==> src/sv/sab_pkg.sv <==
package sab_pkg;

  // Text capacity and number of cells in the sorting ring.
  localparam int unsigned MaxLen   = 64;
  localparam int unsigned NumCells = 64;
  localparam int unsigned IdxW     = 6;
  localparam int unsigned LenW     = 7;
  localparam int unsigned KeyW     = 8;
  localparam int unsigned SfxW     = 7;
  localparam int unsigned NumPass  = 6;

  typedef struct packed {
    logic [7:0] text_byte;
    logic       final_byte;
  } in_item_t;

  typedef struct packed {
    logic [5:0] suffix_start;
    logic       last_of_run;
    logic       truncated;
  } out_item_t;

  // Operation broadcast to every cell.
  typedef enum logic [2:0] {
    OP_IDLE   = 3'd0,
    OP_LOAD   = 3'd1,
    OP_CLEAR  = 3'd2,
    OP_CSTART = 3'd3,
    OP_COUNT  = 3'd4,
    OP_RANK   = 3'd5,
    OP_SHIFT  = 3'd6,
    OP_ROT    = 3'd7
  } cell_op_e;

  typedef struct packed {
    cell_op_e   op;
    logic [7:0] text_byte;
  } cell_ctrl_t;

  // Sort key that travels around the ring.
  typedef struct packed {
    logic            vld;
    logic [KeyW-1:0] key;
    logic [SfxW-1:0] sfx;
  } circ_t;

endpackage

==> src/sv/sab_cell.sv <==
module sab_cell
  import sab_pkg::*;
(
  input  logic            clk_i,
  input  logic            rst_ni,
  input  cell_ctrl_t      ctrl_i,
  input  logic            load_en_i,
  input  logic [SfxW-1:0] nbr_sfx_i,
  input  circ_t           nbr_circ_i,
  output logic [SfxW-1:0] sfx_o,
  output circ_t           circ_o
);

  logic            vld_q, vld_d;
  logic [KeyW-1:0] key_q, key_d;
  logic [SfxW-1:0] sfx_q, sfx_d;
  circ_t           circ_q, circ_d;
  logic [IdxW-1:0] cnt_q, cnt_d;
  logic            less;

  // The passing key sorts before this cell's own key.
  assign less = circ_q.vld && ({circ_q.key, circ_q.sfx} < {key_q, sfx_q});

  // Next state for each broadcast operation.
  always_comb begin
    vld_d  = vld_q;
    key_d  = key_q;
    sfx_d  = sfx_q;
    circ_d = circ_q;
    cnt_d  = cnt_q;
    case (ctrl_i.op)
      OP_LOAD: begin
        if (load_en_i) begin
          vld_d = 1'b1;
          key_d = ctrl_i.text_byte;
          sfx_d = '0;
        end
      end
      OP_CLEAR: begin
        vld_d = 1'b0;
      end
      OP_CSTART: begin
        circ_d = '{vld: vld_q, key: key_q, sfx: sfx_q};
        cnt_d  = '0;
      end
      OP_COUNT: begin
        if (less) begin
          cnt_d = cnt_q + 1'b1;
        end
        circ_d = nbr_circ_i;
      end
      OP_RANK: begin
        key_d = KeyW'(cnt_q);
        sfx_d = vld_q ? (SfxW'(cnt_q) + 1'b1) : '0;
      end
      OP_SHIFT: begin
        sfx_d = nbr_sfx_i;
      end
      OP_ROT: begin
        circ_d = nbr_circ_i;
      end
      default: begin
      end
    endcase
  end

  always_ff @(posedge clk_i or negedge rst_ni) begin
    if (!rst_ni) begin
      vld_q <= 1'b0;
    end else begin
      vld_q <= vld_d;
    end
  end

  // Key data needs no reset.
  always_ff @(posedge clk_i) begin
    key_q  <= key_d;
    sfx_q  <= sfx_d;
    circ_q <= circ_d;
    cnt_q  <= cnt_d;
  end

  assign sfx_o  = sfx_q;
  assign circ_o = circ_q;

endmodule

==> config.mk <==
export PLATFORM = sky130hd
export DESIGN_NAME = sab_cell
export DESIGN_NICKNAME = d
export VERILOG_FILES = /design/src/sv/sab_pkg.sv /design/src/sv/sab_cell.sv
export SDC_FILE = /design/constraint.sdc
export NUM_CORES = 1
export LEC_CHECK = 0
export BUFFER_PORTS_ARGS = -buffer_cell sky130_fd_sc_hd__buf_2
export CAP_MARGIN = 20
export CORE_ASPECT_RATIO = 0.75
export CORE_UTILIZATION = 40
export DETAILED_ROUTE_END_ITERATION = 10
export PLACE_DENSITY = 0.73
export SYNTH_ARGS = -nofsm -noshare
export SYNTH_HDL_FRONTEND = slang
export SYNTH_SLANG_ARGS = --single-unit
==> constraint.sdc <==
create_clock -name clk_i -period 3.9 [get_ports clk_i]
set_clock_uncertainty 0.1 [all_clocks]
set_input_delay 0.195 -clock clk_i [delete_from_list [all_inputs] [get_ports clk_i]]
set_output_delay 0.195 -clock clk_i [all_outputs]
set_load 0.01 [all_outputs]
==> flow_summary.toml, run 1 <==
[timing]
whs_ns = 0.0677
slew_violations = 0
timing.slew.headroom_pct = 47.4
setup_tns_ns = 0
rsz0062_at_grt = "no"
fin_crit_ns = 2.55
max_freq_ghz = 0.391
hold_viol_final = 0
setup_violations = 0
worstMarginPinSlew_ns = 0.780
post-route-period-util_pct = 65.5

[min_path]
hold_path_class = "input pin to register"
hold-path-cell-count = 2
hp-start = "ctrl_i[9]"

[power]
p_sw_mw = 0.235
peakVddDrop_v = 0.000169
p_leak_nw = 1.12
switching_share_pct = 25.7
p_seq_share_pct = 55.0
p_int_mw = 0.678
clkPwrFrac_pct = 28.2
p_per_area_nw_per_um2 = 357
comb_power_share_pct = 16.8

[die]
core_area_sq_um = 4980
row_count = 22
initial_core_util_pct = 42.5
die_h_um = 65.0
ioPinCount = 60
die_w_um = 86.0
dieArea_sq_um = 5590

[cts]
cts_root_buf = "clkbuf_8"
clkLatencyLatePin_ns = 0.29
cts_buffer_depth = 2
path_clk_slew_ns = 0.08
htreeDepth = 2
cts_tree = "done"
post_cts_buffers = 0
clock_sinks = 38
cts_inserted_buffers = 5

[finish]
layout_commonest_cell = "buf_2"
nNetsFinal = 286
drive_gt1_share_pct = 37.2
layout_common_cells = "buf_2 (59), edfxtp_1 (37), nand2_1 (17)"
area_growth_pct = 20.6
num_antenna_cells = 0

[worst_setup_path]
r2r_cells = 6
crit_type = "register to register"
crit_chain = "ha_1, a21oi_1, nor2b_1, nor4b_1, o211ai_1, o21ai_0"
rr_startpoint = "circ_o[13]"
cp-startpoint = "circ_o[13]"
critPathMaxStageDelay_ns = 0.66
start_kind = "register"
worstPathMaxFanout = 6
crit_arrival_ns = 2.36
crit_slowest_cell = "o21ai_0"
cp.required_ns = 3.71
end_kind = "register"

[routing]
firstDrtPassIters = 4
routed_via_density = 4.94
ant_nets = 0
wl_per_cell_um = 14.5
drt_iter0_markers = 75
drc = 0
wirelength_mm = 4.43
vias = 1513

[yosys]
ys_types = 29
synth_seq_cells = 38
ys.warnings.count = 0
synth_area_sq_um = 2120
ys_seq_area_share_pct = 53.6
avgSynthCellArea_sq_um = 12.4
syn_nets = 223
yosysTopAreaCell = "edfxtp_1"
netlist_instances = 171
synth_top_area_share_pct = 52.5
synthTopCellsByArea = "edfxtp_1 (52%), ha_1 (8.9%), mux2_4 (6.4%), mux2_2 (5.8%), nand2_1 (3.0%)"

[flow_run]
maxCapViolCount = 0

[global_route]
grt_pass1_wl_mm = 7.07
gr-total-overflow = 0
grt_pass1_vias = 1469
grt_max_degree = 18
grtUsageTotal_pct = 16.9
antenna_found_initial = 0

[placement]
io_buffers = 59
gp_congestion = 0.858
hpwl_mm = 3.45

[status]
outcome = "finished, final reports clean"
-- per-layer routing --
metal | vias to the layer above | track usage (%) | wire, um | part of all wire, %
met4 | 0 | 4.79 | 17 | 0.38
met1 | 698 | 23.9 | 2090 | 47
met5 | - | 0 | 0 | 0
met2 | 74 | 26.0 | 1920 | 43
li1 | 737 | - | - | -
met3 | 4 | 3.82 | 397 | 9.0
-- cells by family (layout without fill, tap and decap cells) --
| family | after synthesis | in the layout | share of synthesized area (%) |
|---|---|---|---|
| AND/OR/NAND/NOR | 50 | 50 | 11.8 |
| flip-flops | 38 | 38 | 53.6 |
| AO/OA/AOI/OAI | 23 | 23 | 6.14 |
| multiplexers | 22 | 22 | 13.3 |
| buffers and inverters | 19 | 82 | 4.67 |
| adder cells (fa/ha/maj) | 15 | 15 | 8.86 |
| XOR/XNOR | 4 | 4 | 1.65 |
-- final timing paths --
path / endpoint / slack [ns]
max in group asynchronous: vld_q / 3.51
worst min-delay path: vld_q / 0.07
worst min register to register: circ_o[14] / 0.47
min in group asynchronous: vld_q / 0.11
worst max-delay path: cnt_q[1] / 1.35
worst max register to register: cnt_q[1] / 1.35
-- registers in the layout, indices dropped and copies added (netlist names) --
register  count
circ_o       16
cnt_q         6
key_q         8
sfx_o         7
vld_q         1
-- metrics by stage --
stage / total power [mW] / setup slack, ns / util [%] / cells / cell area, sq um
after floorplan: 0.605 / 1.59 / - / 171 / 2120
after global placement: 0.660 / 1.45 / 49.5 / 298 / 2460
after detailed placement: 0.665 / 1.36 / 49.5 / 298 / 2460
after CTS: 0.920 / 1.32 / 51.3 / 306 / 2550
after global routing: 0.958 / 1.12 / 51.3 / 306 / 2550
final: 0.913 / 1.35 / 51.3 / 306 / 2550
-- layout make-up --
| cell class | count | area (sq um) |
|---|---|---|
| tap | 72 | 90.1 |
| multi-input combinational | 114 | 883 |
| sequential | 38 | 1140 |
| timing repair buffer | 61 | 313 |
| clock buffer | 5 | 68.8 |
| inverter | 14 | 52.6 |
| clock inverter | 2 | 10.0 |
| fill | 466 | 2430 |
-- cells in the mapped netlist, drive strengths merged --
| library cell | n |
|---|---|
| mux2 | 22 |
| ha | 15 |
| o21a | 1 |
| nor2b | 7 |
| nand4 | 2 |
| edfxtp | 37 |
| nand2 | 17 |
| nand3 | 3 |
| a211oi | 1 |
| nor2 | 9 |
| a32oi | 2 |
| and3 | 2 |
| nor4 | 1 |
| buf | 4 |
| clkbuf | 1 |
| a21oi | 7 |
| inv | 14 |
| o211ai | 1 |
| dfrtp | 1 |
| xnor2 | 1 |
| xor2 | 3 |
| nor4b | 1 |
| o21ai | 11 |
| or3b | 1 |
| and2 | 7 |
-- critical path: cells and delay by family, from the launching register on --
family                     cells  cell delay (ns)
AOI/OAI and AO/OA              3             0.98
adders and majority gates      1             0.34
DFF                            1             0.39
and+or+nand+nor                2             0.36
-- timing repair --
action,CTS,global route
endpoints found under the hold margin,1,0
gates resized for setup,0,0
hold buffers,1,0
-- power by group through the flow --
stage / sequential, mW / clock, mW / combinational (mW)
6_report: 0.502 / 0.257 / 0.153
5_1_grt: 0.506 / 0.280 / 0.172
4_1_cts: 0.503 / 0.263 / 0.155
3_5_place_dp: 0.512 / 0 / 0.153
3_3_place_gp: 0.511 / 0 / 0.149
2_1_floorplan: 0.515 / 0 / 0.0901
(Power assumes the default switching activity.)
==> run 2, diff against run 1 <==
- clock period: 3.9 -> 2.6 ns (I/O delays scaled with it)
==> run 2 against run 1 <==
Against the previous run:
- final area grew 2.6%
- via count shrank 0.26%
- combinational power up 53%
- first-iteration DRC count rose by 47%
- sequential share of layout area decreased by 1.1 points
- wire length is 3.4% lower
- clock-buffer cell count is the same
- flip-flop and latch count stayed put
- final cell count increased by 2.0%
- worst setup slack worse by 0.88 ns
- critical endpoint is now cnt_q[2]
- largest cell class unchanged
==> flow_summary.toml, run 2 (synthesis results as in run 1) <==
[die]
die_w_um = 86.0
ioPinCount = 60
die_h_um = 65.0
dieArea_sq_um = 5590
core_area_sq_um = 4980
row_count = 22
initial_core_util_pct = 42.5

[routing]
routed_via_density = 4.84
wl_met3_um = 325
drt_iter0_markers = 110
vias = 1509
wl_per_cell_um = 13.7
firstDrtPassIters = 4
wirelength_mm = 4.28
wl_met2_mm = 1.84
highest_layer = "met4"
ant_nets = 0
drt-met1-wl_mm = 2.09
drc = 0

[worst_setup_path]
end_kind = "register"
critPathTopFamily = "compound AO/OA/AOI/OAI gates"
r2r_setup_slack_ns = 0.47
path_buf_inv = 1
crit_type = "register to register"
cp.required_ns = 2.50
crit_arrival_ns = 2.03
crit_slowest_cell = "edfxtp_1"
worstPathMaxFanout = 6
critPathMaxStageDelay_ns = 0.39
crit_chain = "ha_1, a21oi_1, nor2b_1, nor4b_1, o211ai_1, o21ai_0, buf_4"
start_kind = "register"

[cts]
cts_buffer_depth = 2
post_cts_buffers = 0
clock_sinks = 38
cts_tree = "done"
clkLatencyLatePin_ns = 0.29
cts_root_buf = "clkbuf_8"
cts_hold_buffers = 1
htreeDepth = 2
cts_inserted_buffers = 5
path_clk_slew_ns = 0.08
cts_resized = 0

[status]
outcome = "finished, final reports clean"

[global_route]
grt_pass1_wl_mm = 6.67
antenna_found_initial = 0
grt_max_degree = 16
grtUsageTotal_pct = 16.2
grt_pass1_vias = 1428
gr-total-overflow = 0

[finish]
area_growth_pct = 23.7
nNetsFinal = 291
drive_gt1_share_pct = 38.8
largest_register_ffs = 16
layout_commonest_cell = "buf_2"
fin_area_sq_um = 2620
fillCellCount = 460
layout_common_cells = "buf_2 (59), edfxtp_1 (37), nand2_1 (17)"
regArea_sq_um = 1140
multi_input_area_sq_um = 883
post_layout_nonfiller_instances = 312
num_antenna_cells = 0

[timing]
hold_viol_final = 0
timing.slew.headroom_pct = 74.1
worstMarginPinSlew_ns = 0.388
max_freq_ghz = 0.469
rsz0062_at_grt = "no"
setup_tns_ns = 0
fin_crit_ns = 2.13
slew_violations = 0
setup_violations = 0
post-route-period-util_pct = 82.0
worst_slack_ns = 0.467

[power]
peakVddDrop_v = 0.000221
p_leak_nw = 1.16
p_per_area_nw_per_um2 = 564

[min_path]
hold_path_class = "input pin to register"

[placement]
post-place-ws_ns = 0.517
post_dp_cell_area_sq_um = 2500
hpwl_mm = 3.39
dp.cells = 303
gp_congestion = 0.814
io_buffers = 59

[flow_run]
maxCapViolCount = 0
run 2: changes by cell type in the layout (fill, tap and decap cells not counted):
cell and delta:
buf_4 +5, bufinv_16 +1
run 2: layout make-up:
type,count,area share (%)
sequential,38,43.3
tap,72,3.44
timing repair buffer,66,13.4
inverter,14,2.00
clock buffer,5,2.63
multi-input combinational,114,33.7
clock inverter,3,1.53
run 2: power breakdown:
group,switching [mW],internal (mW)
combinational,0.117,0.117
clock,0.209,0.282
sequential,0.0299,0.725
total,0.355,1.12
run 2: worst register-to-register path, delay by kind of cell (launching register included):
kind | cells | cell delay, ns
AND/OR/NAND/NOR | 2 | 0.37
adder cells (fa/ha/maj) | 1 | 0.34
flip-flops | 1 | 0.39
buffers and inverters | 1 | 0.17
AO/OA/AOI/OAI | 3 | 0.47
run 2: path summary, 6_finish.rpt:
check | from | to | depth (start not counted)
min | ctrl_i[9] | vld_q | 2
max in group asynchronous | rst_ni | vld_q | 2
max reg2reg | circ_o[13] | cnt_q[2] | 7
min in group asynchronous | rst_ni | vld_q | 2
max | circ_o[13] | cnt_q[2] | 7
min reg2reg | key_q[7] | circ_o[14] | 1
run 2: per-layer routing:
layer,vias up,global-route usage [%]
met4,0,4.38
met1,701,23.3
li1,750,-
met5,-,0
met3,3,5.61
met2,55,23.2
run 2: per-stage QoR:
stage | hold WS (ns) | power, mW | util, %
floorplan | -0.266 | 0.908 | -
global placement | -0.194 | 0.996 | 50.2
detailed placement | -0.191 | 1.00 | 50.2
CTS | 0.00138 | 1.50 | 52.6
global route | 0.00322 | 1.56 | 52.6
finish | 0.00600 | 1.48 | 52.6
==> run 3, diff against run 2 <==
- clock period: 2.6 -> 2.2 ns (I/O delays scaled with it)
==> run 3 against run 2 <==
Against the previous run:
- worst setup slack got worse by 0.35 ns
- final cell count rose by 0.96%
- power rose by 27%
- critical endpoint is now cnt_q[0]
- sequential share of layout area fell by 1.0 points
==> flow_summary.toml, run 3 (synthesis results as in run 1) <==
[status]
outcome = "finished, final reports clean"

[worst_setup_path]
timing.rr.end = "cnt_q[0]"
end_kind = "register"
cp.depth = 7
critPathTopFamily = "compound AO/OA/AOI/OAI gates"
crit_chain = "ha_1, a21oi_1, nor2b_1, nor4b_1, o211ai_1, o21ai_1, buf_4"
rr_startpoint = "circ_o[13]"
path_buf_inv = 1
r2r_setup_slack_ns = 0.11
cp-startpoint = "circ_o[13]"
critPathMaxStageDelay_ns = 0.40
crit_arrival_ns = 1.98
r2r_cells = 7
cp.required_ns = 2.09
worstPathMaxFanout = 6
start_kind = "register"
crit_slowest_cell = "edfxtp_1"
critPathCapture = "cnt_q[0]"
crit_type = "register to register"

[power]
peakVddDrop_v = 0.000345
p_leak_nw = 1.18
power_mw = 1.88
p_per_area_nw_per_um2 = 699

[die]
dieArea_sq_um = 5590
core_area_sq_um = 4980
die_h_um = 65.0
die_w_um = 86.0
row_count = 22
ioPinCount = 60
initial_core_util_pct = 42.5

[cts]
path_clk_slew_ns = 0.09
clock_sinks = 38
cts_inserted_buffers = 5
htreeDepth = 2
cts_root_buf = "clkbuf_8"
clkLatencyLatePin_ns = 0.29
cts_buffer_depth = 2
cts_hold_buffers = 3
cts_tree = "done"
post_cts_buffers = 0
cts_resized = 0

[global_route]
grt_max_degree = 16
grt_pass1_vias = 1486
grtUsageTotal_pct = 16.7
grt_pass1_wl_mm = 6.96
antenna_found_initial = 0
gr-total-overflow = 0

[placement]
hpwl_mm = 3.48
gp_congestion = 0.808
io_buffers = 59
dp.cells = 304

[timing]
worstMarginPinSlew_ns = 0.401
slew_violations = 0
hold_viol_final = 0
setup_tns_ns = 0
fin_crit_ns = 2.09
whs_ns = 0.0117
max_freq_ghz = 0.479
post-route-period-util_pct = 94.8
timing.slew.headroom_pct = 73.3
setup_violations = 0
rsz0062_at_grt = "no"

[flow_run]
maxCapViolCount = 0

[min_path]
hold_path_class = "input pin to register"
hp-start = "nbr_circ_i[10]"
hold-path-cell-count = 2

[finish]
post_layout_nonfiller_instances = 315
fillCellCount = 441
area_growth_pct = 26.8
num_antenna_cells = 0
nNetsFinal = 294
drive_gt1_share_pct = 38.3
layout_commonest_cell = "buf_2"
layout_common_cells = "buf_2 (59), edfxtp_1 (37), nand2_1 (17)"
largest_register_ffs = 16

[routing]
firstDrtPassIters = 4
drc = 0
routed_via_density = 4.88
drt_iter0_markers = 53
ant_nets = 0
vias = 1538
wl_per_cell_um = 14.1
wirelength_mm = 4.43
[run 3: worst register-to-register path, stage by stage, from the launching register on]
cell,delay (ns)
edfxtp_1,0.40
ha_1,0.33
a21oi_1,0.15
nor2b_1,0.06
nor4b_1,0.29
o211ai_1,0.14
o21ai_1,0.15
buf_4,0.16
[run 3: final cells by class]
type	instances	area (sq um)	area share, %
Tap cell	72	90.1	3.36
Inverter	14	52.6	1.96
Clock inverter	3	63.8	2.38
Sequential cell	38	1140	42.3
Timing Repair Buffer	69	390	14.5
Clock buffer	5	68.8	2.56
Multi-Input combinational cell	114	883	32.9
[run 3: worst min path at each step]
stage / endpoint / slack, ns
5_1_grt: circ_o[13] / 0.007
3_3_place_gp: vld_q / -0.21
6_report: circ_o[10] / 0.01
4_1_cts: key_q[7] / 0.005
3_5_place_dp: vld_q / -0.21
2_1_floorplan: vld_q / -0.29
[run 3: stage by stage]
step                      worst slack (ns)  util (%)  cell area [sq um]
after floorplan                     0.0601         -               2120
after global placement               0.192      50.6               2520
after detailed placement             0.149      50.6               2520
after CTS                            0.106      53.9               2690
after global routing               0.00608      53.9               2690
final                                0.114      53.9               2690
[run 3: metal layers]
metal	routed length (um)	up-vias	GRT usage, %
met1	2130	715	23.2
met3	343	6	4.71
li1	-	757	-
met5	0	-	0
met2	1920	60	25.7
met4	36	0	3.96
[run 3: power by group]
group          total [mW]  switching [mW]  internal [mW]
Clock               0.698           0.249          0.449
Sequential          0.890          0.0342          0.856
Combinational       0.290           0.143          0.146
